### src/hw/rtl/fsgs_pkg.sv
package fsgs_pkg;

    localparam int MAX_WIDTH_DEF   = 256;
    localparam int MAX_HEIGHT_DEF  = 256;
    localparam int CELL_PIXELS_DEF = 10;

    localparam int POS_W     = 16;
    localparam int CMD_W     = 2;
    localparam int CFG_W     = 9;
    localparam int CFG_IDX_W = 1;

    localparam logic [CFG_W-1:0] GRID_SIZE_RESET = 9'd256;

    // command codes; the fourth code is unknown and only answered
    localparam logic [CMD_W-1:0] CMD_PLACE = 2'd0;
    localparam logic [CMD_W-1:0] CMD_STEP  = 2'd1;
    localparam logic [CMD_W-1:0] CMD_READ  = 2'd2;

    // configuration register indexes
    localparam logic [CFG_IDX_W-1:0] REG_GRID_WIDTH  = 1'b0;
    localparam logic [CFG_IDX_W-1:0] REG_GRID_HEIGHT = 1'b1;

    typedef struct packed {
        logic kind;
        logic occ;
    } cell_t;

    // neighbour probed relative to the cell being swept
    typedef enum logic [2:0] {
        DIR_BELOW,
        DIR_DL,
        DIR_DR,
        DIR_R,
        DIR_L
    } dir_t;

    typedef enum logic [1:0] {
        RD_SRC,
        RD_NB,
        RD_POS
    } rd_sel_t;

    typedef enum logic [1:0] {
        WA_CLEAR,
        WA_PLACE,
        WA_NB,
        WA_SRC
    } wa_sel_t;

    typedef enum logic [2:0] {
        WD_ZERO,
        WD_PLACE,
        WD_MOVED,
        WD_SAND,
        WD_WATER
    } wd_sel_t;

    typedef struct packed {
        logic    load_item;
        logic    re;
        rd_sel_t rd_sel;
        logic    we;
        wa_sel_t wa_sel;
        wd_sel_t wd_sel;
        dir_t    dir;
        logic    clr_step;
        logic    sweep_init;
        logic    adv;
        logic    cap_src;
        logic    cap_below;
        logic    set_skip;
        logic    clr_skip;
        logic    load_rsp;
    } dp_cmd_t;

    typedef struct packed {
        logic [CMD_W-1:0] cmd;
        logic             in_range;
        logic             rd_occ;
        logic             src_kind;
        logic             below_water;
        logic             nb_avail;
        logic             skip;
        logic             last_cell;
        logic             clr_last;
        logic             rsp_free;
    } dp_sts_t;

endpackage

### src/hw/rtl/fsgs_ctrl.sv
module fsgs_ctrl (
    input  logic              clk,
    input  logic              rst_n,
    input  logic              req_valid,
    output logic              req_ready,
    input  fsgs_pkg::dp_sts_t sts,
    output fsgs_pkg::dp_cmd_t cmd
);

    typedef enum logic [3:0] {
        S_CLEAR,
        S_IDLE,
        S_DECODE,
        S_PLACE_WR,
        S_CELL_RD,
        S_CELL_CHK,
        S_PROBE_RD,
        S_PROBE_CHK,
        S_MOVE_DST,
        S_MOVE_SRC,
        S_SWAP_BELOW,
        S_SWAP_SRC,
        S_ADV,
        S_RESP
    } state_t;

    state_t          state_reg;
    state_t          state_next;
    fsgs_pkg::dir_t  dir_reg;
    fsgs_pkg::dir_t  dir_next;
    state_t          fail_state;
    fsgs_pkg::dir_t  fail_dir;

    always_ff @(posedge clk or negedge rst_n)
    begin
        if (!rst_n)
        begin
            state_reg <= S_CLEAR;
            dir_reg   <= fsgs_pkg::DIR_BELOW;
        end
        else
        begin
            state_reg <= state_next;
            dir_reg   <= dir_next;
        end
    end

    // where to go when the current neighbour is missing or taken
    always_comb
    begin
        fail_state = S_PROBE_RD;
        fail_dir   = dir_reg;
        unique case (dir_reg)
            fsgs_pkg::DIR_BELOW: fail_dir = fsgs_pkg::DIR_DL;
            fsgs_pkg::DIR_DL:    fail_dir = fsgs_pkg::DIR_DR;
            fsgs_pkg::DIR_DR:
            begin
                if (sts.src_kind)
                begin
                    fail_dir = fsgs_pkg::DIR_R;
                end
                else if (sts.below_water)
                begin
                    fail_dir   = fsgs_pkg::DIR_BELOW;
                    fail_state = S_SWAP_BELOW;
                end
                else
                begin
                    fail_state = S_ADV;
                end
            end
            fsgs_pkg::DIR_R:     fail_dir = fsgs_pkg::DIR_L;
            fsgs_pkg::DIR_L:     fail_state = S_ADV;
            default:             fail_state = S_ADV;
        endcase
    end

    always_comb
    begin
        state_next = state_reg;
        dir_next   = dir_reg;
        req_ready  = 1'b0;
        cmd        = '0;
        cmd.dir    = dir_reg;
        unique case (state_reg)
            S_CLEAR:
            begin
                cmd.we       = 1'b1;
                cmd.wa_sel   = fsgs_pkg::WA_CLEAR;
                cmd.wd_sel   = fsgs_pkg::WD_ZERO;
                cmd.clr_step = 1'b1;
                if (sts.clr_last)
                begin
                    state_next = S_IDLE;
                end
            end
            S_IDLE:
            begin
                req_ready = 1'b1;
                if (req_valid)
                begin
                    cmd.load_item = 1'b1;
                    state_next    = S_DECODE;
                end
            end
            S_DECODE:
            begin
                priority case (sts.cmd)
                    fsgs_pkg::CMD_PLACE: state_next = S_PLACE_WR;
                    fsgs_pkg::CMD_STEP:
                    begin
                        cmd.sweep_init = 1'b1;
                        state_next     = S_CELL_RD;
                    end
                    fsgs_pkg::CMD_READ:
                    begin
                        cmd.re     = sts.in_range;
                        cmd.rd_sel = fsgs_pkg::RD_POS;
                        state_next = S_RESP;
                    end
                    default:             state_next = S_RESP;
                endcase
            end
            S_PLACE_WR:
            begin
                cmd.we     = 1'b1;
                cmd.wa_sel = fsgs_pkg::WA_PLACE;
                cmd.wd_sel = fsgs_pkg::WD_PLACE;
                state_next = S_RESP;
            end
            S_CELL_RD:
            begin
                if (sts.skip)
                begin
                    cmd.clr_skip = 1'b1;
                    state_next   = S_ADV;
                end
                else
                begin
                    cmd.re     = 1'b1;
                    cmd.rd_sel = fsgs_pkg::RD_SRC;
                    state_next = S_CELL_CHK;
                end
            end
            S_CELL_CHK:
            begin
                cmd.cap_src = 1'b1;
                if (sts.rd_occ)
                begin
                    dir_next   = fsgs_pkg::DIR_BELOW;
                    state_next = S_PROBE_RD;
                end
                else
                begin
                    state_next = S_ADV;
                end
            end
            S_PROBE_RD:
            begin
                if (sts.nb_avail)
                begin
                    cmd.re     = 1'b1;
                    cmd.rd_sel = fsgs_pkg::RD_NB;
                    state_next = S_PROBE_CHK;
                end
                else
                begin
                    state_next = fail_state;
                    dir_next   = fail_dir;
                end
            end
            S_PROBE_CHK:
            begin
                cmd.cap_below = (dir_reg == fsgs_pkg::DIR_BELOW);
                if (!sts.rd_occ)
                begin
                    state_next = S_MOVE_DST;
                end
                else
                begin
                    state_next = fail_state;
                    dir_next   = fail_dir;
                end
            end
            S_MOVE_DST:
            begin
                cmd.we       = 1'b1;
                cmd.wa_sel   = fsgs_pkg::WA_NB;
                cmd.wd_sel   = fsgs_pkg::WD_MOVED;
                // a particle moved right must not be swept again at its new place
                cmd.set_skip = (dir_reg == fsgs_pkg::DIR_R);
                state_next   = S_MOVE_SRC;
            end
            S_MOVE_SRC:
            begin
                cmd.we     = 1'b1;
                cmd.wa_sel = fsgs_pkg::WA_SRC;
                cmd.wd_sel = fsgs_pkg::WD_ZERO;
                state_next = S_ADV;
            end
            S_SWAP_BELOW:
            begin
                cmd.we     = 1'b1;
                cmd.wa_sel = fsgs_pkg::WA_NB;
                cmd.wd_sel = fsgs_pkg::WD_SAND;
                state_next = S_SWAP_SRC;
            end
            S_SWAP_SRC:
            begin
                cmd.we     = 1'b1;
                cmd.wa_sel = fsgs_pkg::WA_SRC;
                cmd.wd_sel = fsgs_pkg::WD_WATER;
                state_next = S_ADV;
            end
            S_ADV:
            begin
                if (sts.last_cell)
                begin
                    state_next = S_RESP;
                end
                else
                begin
                    cmd.adv    = 1'b1;
                    state_next = S_CELL_RD;
                end
            end
            S_RESP:
            begin
                if (sts.rsp_free)
                begin
                    cmd.load_rsp = 1'b1;
                    state_next   = S_IDLE;
                end
            end
            default: state_next = S_IDLE;
        endcase
    end

endmodule

### config.mk
export PLATFORM = sky130hd
export DESIGN_NAME = fsgs_ctrl
export DESIGN_NICKNAME = d
export VERILOG_FILES = /design/src/hw/rtl/fsgs_pkg.sv /design/src/hw/rtl/fsgs_ctrl.sv
export SDC_FILE = /design/constraint.sdc
export NUM_CORES = 1
export LEC_CHECK = 0
export BUFFER_PORTS_ARGS = -buffer_cell sky130_fd_sc_hd__buf_2
export CAP_MARGIN = 10
export CORE_MARGIN = 4
export CORE_UTILIZATION = 50
export DETAILED_ROUTE_END_ITERATION = 7
export PLACE_DENSITY_LB_ADDON = 0.3
export SKIP_LAST_GASP = 1
export SLEW_MARGIN = 0
export SYNTH_ARGS = -nofsm -noshare
export SYNTH_HDL_FRONTEND = slang
export SYNTH_SLANG_ARGS = --single-unit
### constraint.sdc
create_clock -name clk -period 2.8 [get_ports clk]
set_input_delay 0.14 -clock clk [delete_from_list [all_inputs] [get_ports clk]]
set_output_delay 0.14 -clock clk [all_outputs]
set_load 0.005 [all_outputs]
# --- Word-level counts from Yosys, hierarchy flattened ---
# Cells that the tools add are included.
totals:
  in_bits: 14
  ramBits: 0
  wordCells: 74
  mem_bits_ro: 0
  ff_bits: 7
  memories: 0
  latchBits: 0
classes:
  n_div: 0
  n_eq_ne: 24
  magnitude_cmp: 0
  reduce_logical: 8
  muxes: 40
  add_sub_neg: 0
  shift: 0
  multipliers: 0
  bitwise: 0
op_table:
  columns: ["operator", "count"]
  rows:
  - ["$pmux W4 S13", 1]
  - ["$mux W4", 9]
  - ["$pmux W6 S6", 1]
  - ["$mux W3", 9]
  - ["$eq A4 B4 Y1 const B", 6]
  - ["$pmux W3 S3", 2]
  - ["$eq A4 B3 Y1 const B", 4]
  - ["$pmux W4 S2", 2]
  - ["$mux W1", 15]
  - ["$ne A2 B2 Y1 const B", 6]
  - ["$pmux W3 S4", 1]
  - ["$eq A4 B2 Y1 const B", 2]
  - ["$eq A3 B2 Y1 const B", 2]
  - ["$eq A4 B1 Y1 const B", 1]
  - ["$logic_not A4 Y1", 1]
  - ["$reduce_and A4 Y1", 1]
  - ["$eq A3 B1 Y1 const B", 1]
  - ["$logic_not A3 Y1", 1]
  - ["$reduce_and A3 Y1", 1]
  - ["$reduce_bool A3 Y1", 1]
  - ["$reduce_or A3 Y1", 1]
  - ["$eq A2 B1 Y1 const B", 1]
  - ["$eq A2 B2 Y1 const B", 1]
  - ["$logic_not A2 Y1", 1]
  - ["$reduce_or A2 Y1", 1]

# --- Logic depth before layout (Yosys ltp) ---
# Gate-level depths: netlist of run 1.
depth:
  ltp_word: 5
  ltp_mapped: 6
  ltp_nobuf: 4

# --- Least setup slack after synthesis of run 1 ---
# No wires, ideal clock.
synth_path:
  path_kind: "register to register"
  startpoint: "register state_reg[3]"
  endpoint: "register dir_reg[1]"
  setup_slack_ps: 1090
  n_path_buf: 1
  arrival_time_ps: 1588
  required_ps: 2678
  stages_incl_launch_ff: 6
  cell_sequence: "dfrtp_1 -> buf_6 -> nand3b_4 -> o32a_4 -> or3_1 -> a32o_1"
synth_between:
  elab_chain_cells: 3
  word_cells_on_any_way: 9
  classes_between: "eq/ne (6); mux (1); reduce/logical (2)"
synth_rtl:
  columns: ["element", "line", "rtl"]
  rows:
  - ["start: declaration", "fsgs_ctrl.sv:27", "state_t state_reg;"]
  - ["start signal: assignment", "fsgs_ctrl.sv:43", "state_reg <= state_next;"]
  - ["$eq A4 B3 Y1", "fsgs_ctrl.sv:85", "unique case (state_reg)"]
  - ["$ne A2 B2 Y1 (no line) or $reduce_bool A3 Y1 (tied branches)", null, null]
  - ["$reduce_and A4 Y1 (no line)", null, null]
  - ["end signal: assignment", "fsgs_ctrl.sv:39", "dir_reg <= fsgs_pkg::DIR_BELOW;"]
  - ["end signal: assignment", "fsgs_ctrl.sv:44", "dir_reg <= dir_next;"]
  - ["end: declaration", "fsgs_ctrl.sv:29", "fsgs_pkg::dir_t dir_reg;"]
# Parallel ways exist; a longest one is shown, timed or not.
# A chain may end at the register's enable or synchronous reset.

# --- Final worst setup path of run 1 ---
layout_path:
  startpoint: "register state_reg[2]"
  endpoint: "register dir_reg[1]"
# Same word-level chain as after synthesis.

==> key figures, run 1 <==
Routing
  – DR vias: 1,016
  – Post-route ant nets: 0
  – Drt drc: 0
  – DRT Pass-1 Iters: 4
  – Vias/cell: 6.23
  – Drt wl/cell: 14.6 um
  – DRT Wirelength: 2380 um
  – Drt initial violations: 24

Power
  – Sw Pwr: 0.000468 W
  – Pwr Density: 913 nW/um2
  – Clock Power Share: 0.098
  – VDD IR max: 0.526 mV
  – Switching share of power: 0.504
  – Internal power consumption: 0.000461 W
  – Flop pwr share: 0.288
  – Combinational power share: 0.614
  – LEAKAGE: 0.487 nW

Final layout
  – Layout area overhead: 23.9%
  – Fillers: 137
  – Share of layout cells above drive strength 1: 0.299
  – Nets@finish: 162
  – Largest register FFs: 4
  – Fin util: 0.667
  – ANT cells: 0

STA
  – Final Hold Viols: 0
  – Final Critical Period: 2.08 ns
  – RSZ-0062 raised after global routing: false
  – Relative slew margins: 0.572
  – Pin slew with the least headroom to its limit: 0.642 ns
  – Fin Clk Skew: 0.00330 ns
  – Final period utilization: 0.743
  – Fin. max-slew vios: 0
  – F_max: 0.481 GHz
  – Final setup fails: 0
  – Setup TNS: 0 ns

Clocking
  – Post-CTS Setup Bufs: 0
  – Cts-stage hold buffer count: 1
  – H-tree levels: 1
  – CTS max path bufs: 2
  – Clock Latency Late Sink: 0.25 ns
  – CTS clk-pin slew, worst paths: 0.05 ns
  – CTS tree: built
  – CTS Root Cell: clkbuf_4
  – CTS sink cnt: 7
  – CTS buffer count: 3
  – PostCTS Resize Cnt: 0

Synthesis
  – Syn_area_per_cell: 7.14 um2
  – Yosys synthesis warning count: 0
  – Post-synthesis cell area: 821 um2
  – Synth async-reset ratio: 1.00
  – Post-Synthesis Net Count: 129
  – Synth Register Bits: 7
  – Dominant cell type by area after synthesis: dfrtp_1
  – Cells after synthesis: 115
  – Number of synthesized flops with an enable pin: 0
  – Post-synth top area share: 0.213
  – Synth area leaders: dfrtp_1 21%, nor2_1 6.4%, nand2b_1 6.1%
  – Top FF cell, synth: dfrtp_1
  – Commonest cells post-synth: 14 x nor2_1, 8 x nand2_1, 8 x nand2b_1
  – Count leader, synth: nor2_1
  – Post-synthesis cell type count: 40
  – Part of the Yosys area used for sequential elements: 0.213

Floorplan
  – IO Pins: 36
  – Die span in x: 48.5 um
  – Die Span Y: 48.5 um
  – Row cnt: 14
  – Die area: 2350 um2
  – Starting Density: 0.539
  – Core Footprint: 1520 um2

Global routing
  – GRT Total Usage: 0.204
  – Initial antenna violation count: 0
  – Total grt overflow: 0
  – First-pass GRT wire length: 3960 um
  – Largest net degree at the start of global routing: 22
  – Vias in the first global route: 881

Worst setup path
  – CP Data Arrival Time: 2.22 ns
  – CP Capture Type: register
  – Critical Path Fanout Max: 21
  – CP Class: register to register
  – CP Launch Type: register
  – Critical Path RT: 2.94 ns

Min path
  – Hold Path Class: input port to register

Placement
  – PortBufs: 35
  – Placer Congestion: 0.883
  – Post-DP HPWL: 1860 um

Job
  – Max-cap violations: 0

Run status
  – Outcome: finished, final reports clean
layer usage:
| layer | wire [um] | vias to the layer above | track usage | part of all wire |
|---|---|---|---|---|
| li1 | - | 484 | - | - |
| met1 | 960 | 466 | 0.263 | 0.40 |
| met2 | 1160 | 61 | 0.341 | 0.49 |
| met3 | 221 | 5 | 0.0276 | 0.093 |
| met4 | 38 | 0 | 0.0762 | 0.016 |
| met5 | 0 | - | 0 | 0 |
layout make-up:
cell class                 count  area (um2)  share of cell area
multi-input combinational     95         588               0.578
timing repair buffer          37         193               0.189
clock buffer                   4        26.3              0.0258
inverter                       4        15.0              0.0148
sequential                     7         175               0.172
tap                           16        20.0              0.0197
power groups by stage:
| stage | logic, W | registers, W | clock network, W |
|---|---|---|---|
| after detailed placement | 0.000566 | 0.000265 | 0 |
| after CTS | 0.000570 | 0.000263 | 0.0000935 |
| after global placement | 0.000555 | 0.000261 | 0 |
| final | 0.000571 | 0.000267 | 0.0000908 |
| after floorplan | 0.000507 | 0.000170 | 0 |
| after global routing | 0.000643 | 0.000280 | 0.0000984 |
worst max-delay path, cell delays in order (launching register included):
cell and delay, ns:
dfrtp_1 0.75, nand3b_4 0.22, o32a_4 0.42, or3_1 0.37, a32o_1 0.20
final timing paths:
kind | end | from | cells after the start | slack (ns)
max | dir_reg[1] | state_reg[2] | 4 | 0.72
min | state_reg[3] | sts[10] | 3 | 0.19
max reg2reg | dir_reg[1] | state_reg[2] | 4 | 0.72
min reg2reg | dir_reg[1] | dir_reg[1] | 1 | 0.63
max in group asynchronous | state_reg[3] | rst_n | 2 | 2.41
min in group asynchronous | dir_reg[0] | rst_n | 2 | 0.24
metrics by stage:
step / instance area [um2] / worst slack [ns] / hold slack [ns] / std cells / power (W)
floorplan: 821 / 1.09 / -0.156 / 115 / 0.000677
global placement: 981 / 0.827 / -0.0258 / 158 / 0.000816
detailed placement: 981 / 0.765 / -0.0251 / 158 / 0.000831
CTS: 1020 / 0.745 / 0.193 / 163 / 0.000927
global route: 1020 / 0.621 / 0.207 / 163 / 0.00102
finish: 1020 / 0.719 / 0.192 / 163 / 0.000929
cell usage in the layout, fill, tap and decap left out, types with 4 or more instances in the layout:
master     n
nor2_1    14
inv_1      4
o21ai_0    6
nand3_1    5
a21oi_1    6
nand2_1    8
buf_2     35
nor3_1     7
nor4_1     4
nand2b_1   8
dfrtp_1    7
kinds of logic (layout without fill, tap and decap cells):
family          after synthesis  count (layout)  share of synthesized area
simple gates                 62              62                      0.419
buf+inv                      13              45                     0.0701
compound gates               32              32                      0.287
xor+xnor                      1               1                     0.0107
flops                         7               7                      0.213
(Power assumes the default switching activity.)
==> run 2: changes to the inputs <==
CORE_UTILIZATION = 46   (was 50)
clock period = 2 ns   (was 2.8 ns; I/O delays follow)
==> key figures, run 2 (synthesis gave the netlist of run 1 again) <==
Power
  – VDD IR max: 0.884 mV (+68%)
  – Pwr Density: 1300 nW/um2 (+42%)
  – Clock Power Share: 0.097 (about the same)
  – LEAKAGE: 0.508 nW (+4.4%)
  – Internal power consumption: 0.000690 W (+50%)
  – Switching share of power: 0.501 (-0.00296)
  – Sw Pwr: 0.000691 W (+48%)
  – Total power: 0.00138 W (+49%)
  – Combinational power share: 0.693 (+0.079)
  – Flop pwr share: 0.210 (-0.078)

Global routing
  – Vias in the first global route: 916 (+4.0%)
  – Initial antenna violation count: 0 (unchanged)
  – First-pass GRT wire length: 4090 um (+3.3%)
  – Total grt overflow: 0 (unchanged)
  – GRT Total Usage: 0.210 (+0.00615)
  – Largest net degree at the start of global routing: 16 (-27%)

Routing
  – DR WL met2: 1160 um (about the same)
  – Drt drc: 0 (unchanged)
  – DRT Pass-1 Iters: 4 (unchanged)
  – Max layer used: met4
  – Drt initial violations: 29 (+21%)
  – DR vias: 990 (-2.6%)
  – M1 WL: 1110 um (+16%)
  – Drt wl/cell: 13.9 um (-4.7%)
  – DRT Wirelength: 2450 um (+2.9%)
  – DR WL met3: 158 um (-29%)
  – Post-route ant nets: 0 (unchanged)
  – Vias/cell: 5.63 (-9.8%)

Final layout
  – Most frequent cells in the layout: 35 x buf_2, 14 x nor2_1, 8 x nand2b_1, 8 x nand2_1
  – Largest register FFs: 4 (unchanged)
  – ANT cells: 0 (unchanged)
  – Nets@finish: 166 (+2.5%)
  – Layout area overhead: 29.6%
  – Non-filler instance count after layout: 176 (+8.0%)
  – Commonest non-fill, non-tap cell in the layout: buf_2
  – Fin util: 0.623 (-0.0448)
  – Share of layout cells above drive strength 1: 0.325 (+0.0252)

STA
  – RSZ-0062 raised after global routing: false
  – Final Hold Viols: 0 (unchanged)
  – F_max: 0.553 GHz
  – Final setup fails: 0 (unchanged)
  – Fin Clk Skew: 0.00137 ns (-0.00193 ns)
  – Pin slew with the least headroom to its limit: 0.543 ns (-0.0992 ns)
  – Final period utilization: 0.904
  – Final Critical Period: 1.81 ns
  – Setup TNS: 0 ns (unchanged)
  – Fin. max-slew vios: 0 (unchanged)
  – Relative slew margins: 0.633 (+0.0610)

Worst setup path
  – Worst reg2reg setup slack: 0.26 ns (-0.46 ns)
  – Buf+Inv Stages, Crit Path: 2 (+2)
  – CP Data Arrival Time: 1.71 ns (-0.51 ns)
  – CP Launch Type: register
  – Critical Path Fanout Max: 13 (-38%)
  – CP Capture Type: output pin
  – CP Cell Sequence: buf_4 -> or2_2 -> nor4_1 -> buf_2
  – Slowest-stage cell, CP: dfrtp_1
  – CP max stage delay: 0.44 ns (-0.31 ns)
  – CP Class: register to output pin
  – Delay-heaviest family, CP: simple AND/OR/NAND/NOR gates
  – Critical Path RT: 1.90 ns (-1.04 ns)

Floorplan
  – Die area: 2520 um2 (+7.2%)
  – Die Span Y: 50.2 um (+3.6%)
  – Starting Density: 0.481 (-0.0580)
  – Row cnt: 15 (+1)
  – IO Pins: 36 (unchanged)
  – Core Footprint: 1710 um2 (+12%)
  – Die span in x: 50.2 um (+3.6%)

Clocking
  – H-tree levels: 1 (unchanged)
  – Post-CTS Setup Bufs: 0 (unchanged)
  – CTS clk-pin slew, worst paths: 0.05 ns (about the same)
  – CTS buffer count: 3 (unchanged)
  – Clock Latency Late Sink: 0.26 ns (about the same)
  – CTS sink cnt: 7 (unchanged)
  – CTS max path bufs: 2 (unchanged)
  – CTS tree: built
  – CTS Root Cell: clkbuf_4

Placement
  – Post-DP HPWL: 1890 um (+1.7%)
  – PortBufs: 35 (unchanged)
  – # placed instances: 171 (+8.2%)
  – Placer Congestion: 0.868 (-1.7%)

Run status
  – Outcome: finished, final reports clean

Job
  – Max-cap violations: 0 (unchanged)

Min path
  – Hold Path Class: input port to register
[run 2: cell types whose count changed in the layout (fill, tap and decap cells not counted), sizes merged]
| cell | delta |
|---|---|
| buf | +4 |
[run 2: area by class of cell]
type,count,area [um2]
Inverter,4,15.0
Sequential cell,7,175
Multi-Input combinational cell,95,593
Tap cell,25,31.3
Timing Repair Buffer,41,223
Fill cell,157,644
Clock buffer,4,26.3
[run 2: layer usage]
metal	track usage	vias to the layer above
met5	0	-
met4	0.0415	0
met3	0.0623	3
met2	0.330	37
met1	0.281	459
li1	-	491
[run 2: worst min-delay path: cells and delay by family]
family                 cells  cell delay (ns)
buffers and inverters      1             0.10
AO/OA/AOI/OAI              1             0.06
AND/OR/NAND/NOR            1             0.11
[run 2: what timing repair did]
item                                   in CTS  in global routing
setup endpoints to repair                   0                  1
resized for setup                           0                  1
endpoints found under the hold margin       7                  0
hold buffers                                1                  0
[run 2: final timing paths]
check	cells after the start	start	endpoint
worst max-delay path	4	state_reg[0]	cmd[2]
worst min-delay path	3	sts[10]	state_reg[3]
worst max register to register	4	state_reg[3]	dir_reg[1]
worst min register to register	1	dir_reg[1]	dir_reg[1]
max in group asynchronous	2	rst_n	state_reg[0]
min in group asynchronous	2	rst_n	dir_reg[0]
[run 2: per-stage QoR]
step	instance area [um2]	hold slack (ns)	setup slack (ns)
after global routing	1060	0.168	0.0974
after CTS	1060	0.170	0.193
final	1060	0.170	0.192
after global placement	1020	-0.0578	0.298
after floorplan	821	-0.196	0.290
after detailed placement	1020	-0.0554	0.257
[run 2: power groups by stage]
| stage | Clock, W | Sequential (W) | Combinational, W |
|---|---|---|---|
| global route | 0.000154 | 0.000304 | 0.00104 |
| finish | 0.000134 | 0.000290 | 0.000957 |
| CTS | 0.000139 | 0.000287 | 0.000950 |
| floorplan | 0 | 0.000238 | 0.000709 |
| global placement | 0 | 0.000283 | 0.000934 |
| detailed placement | 0 | 0.000287 | 0.000944 |
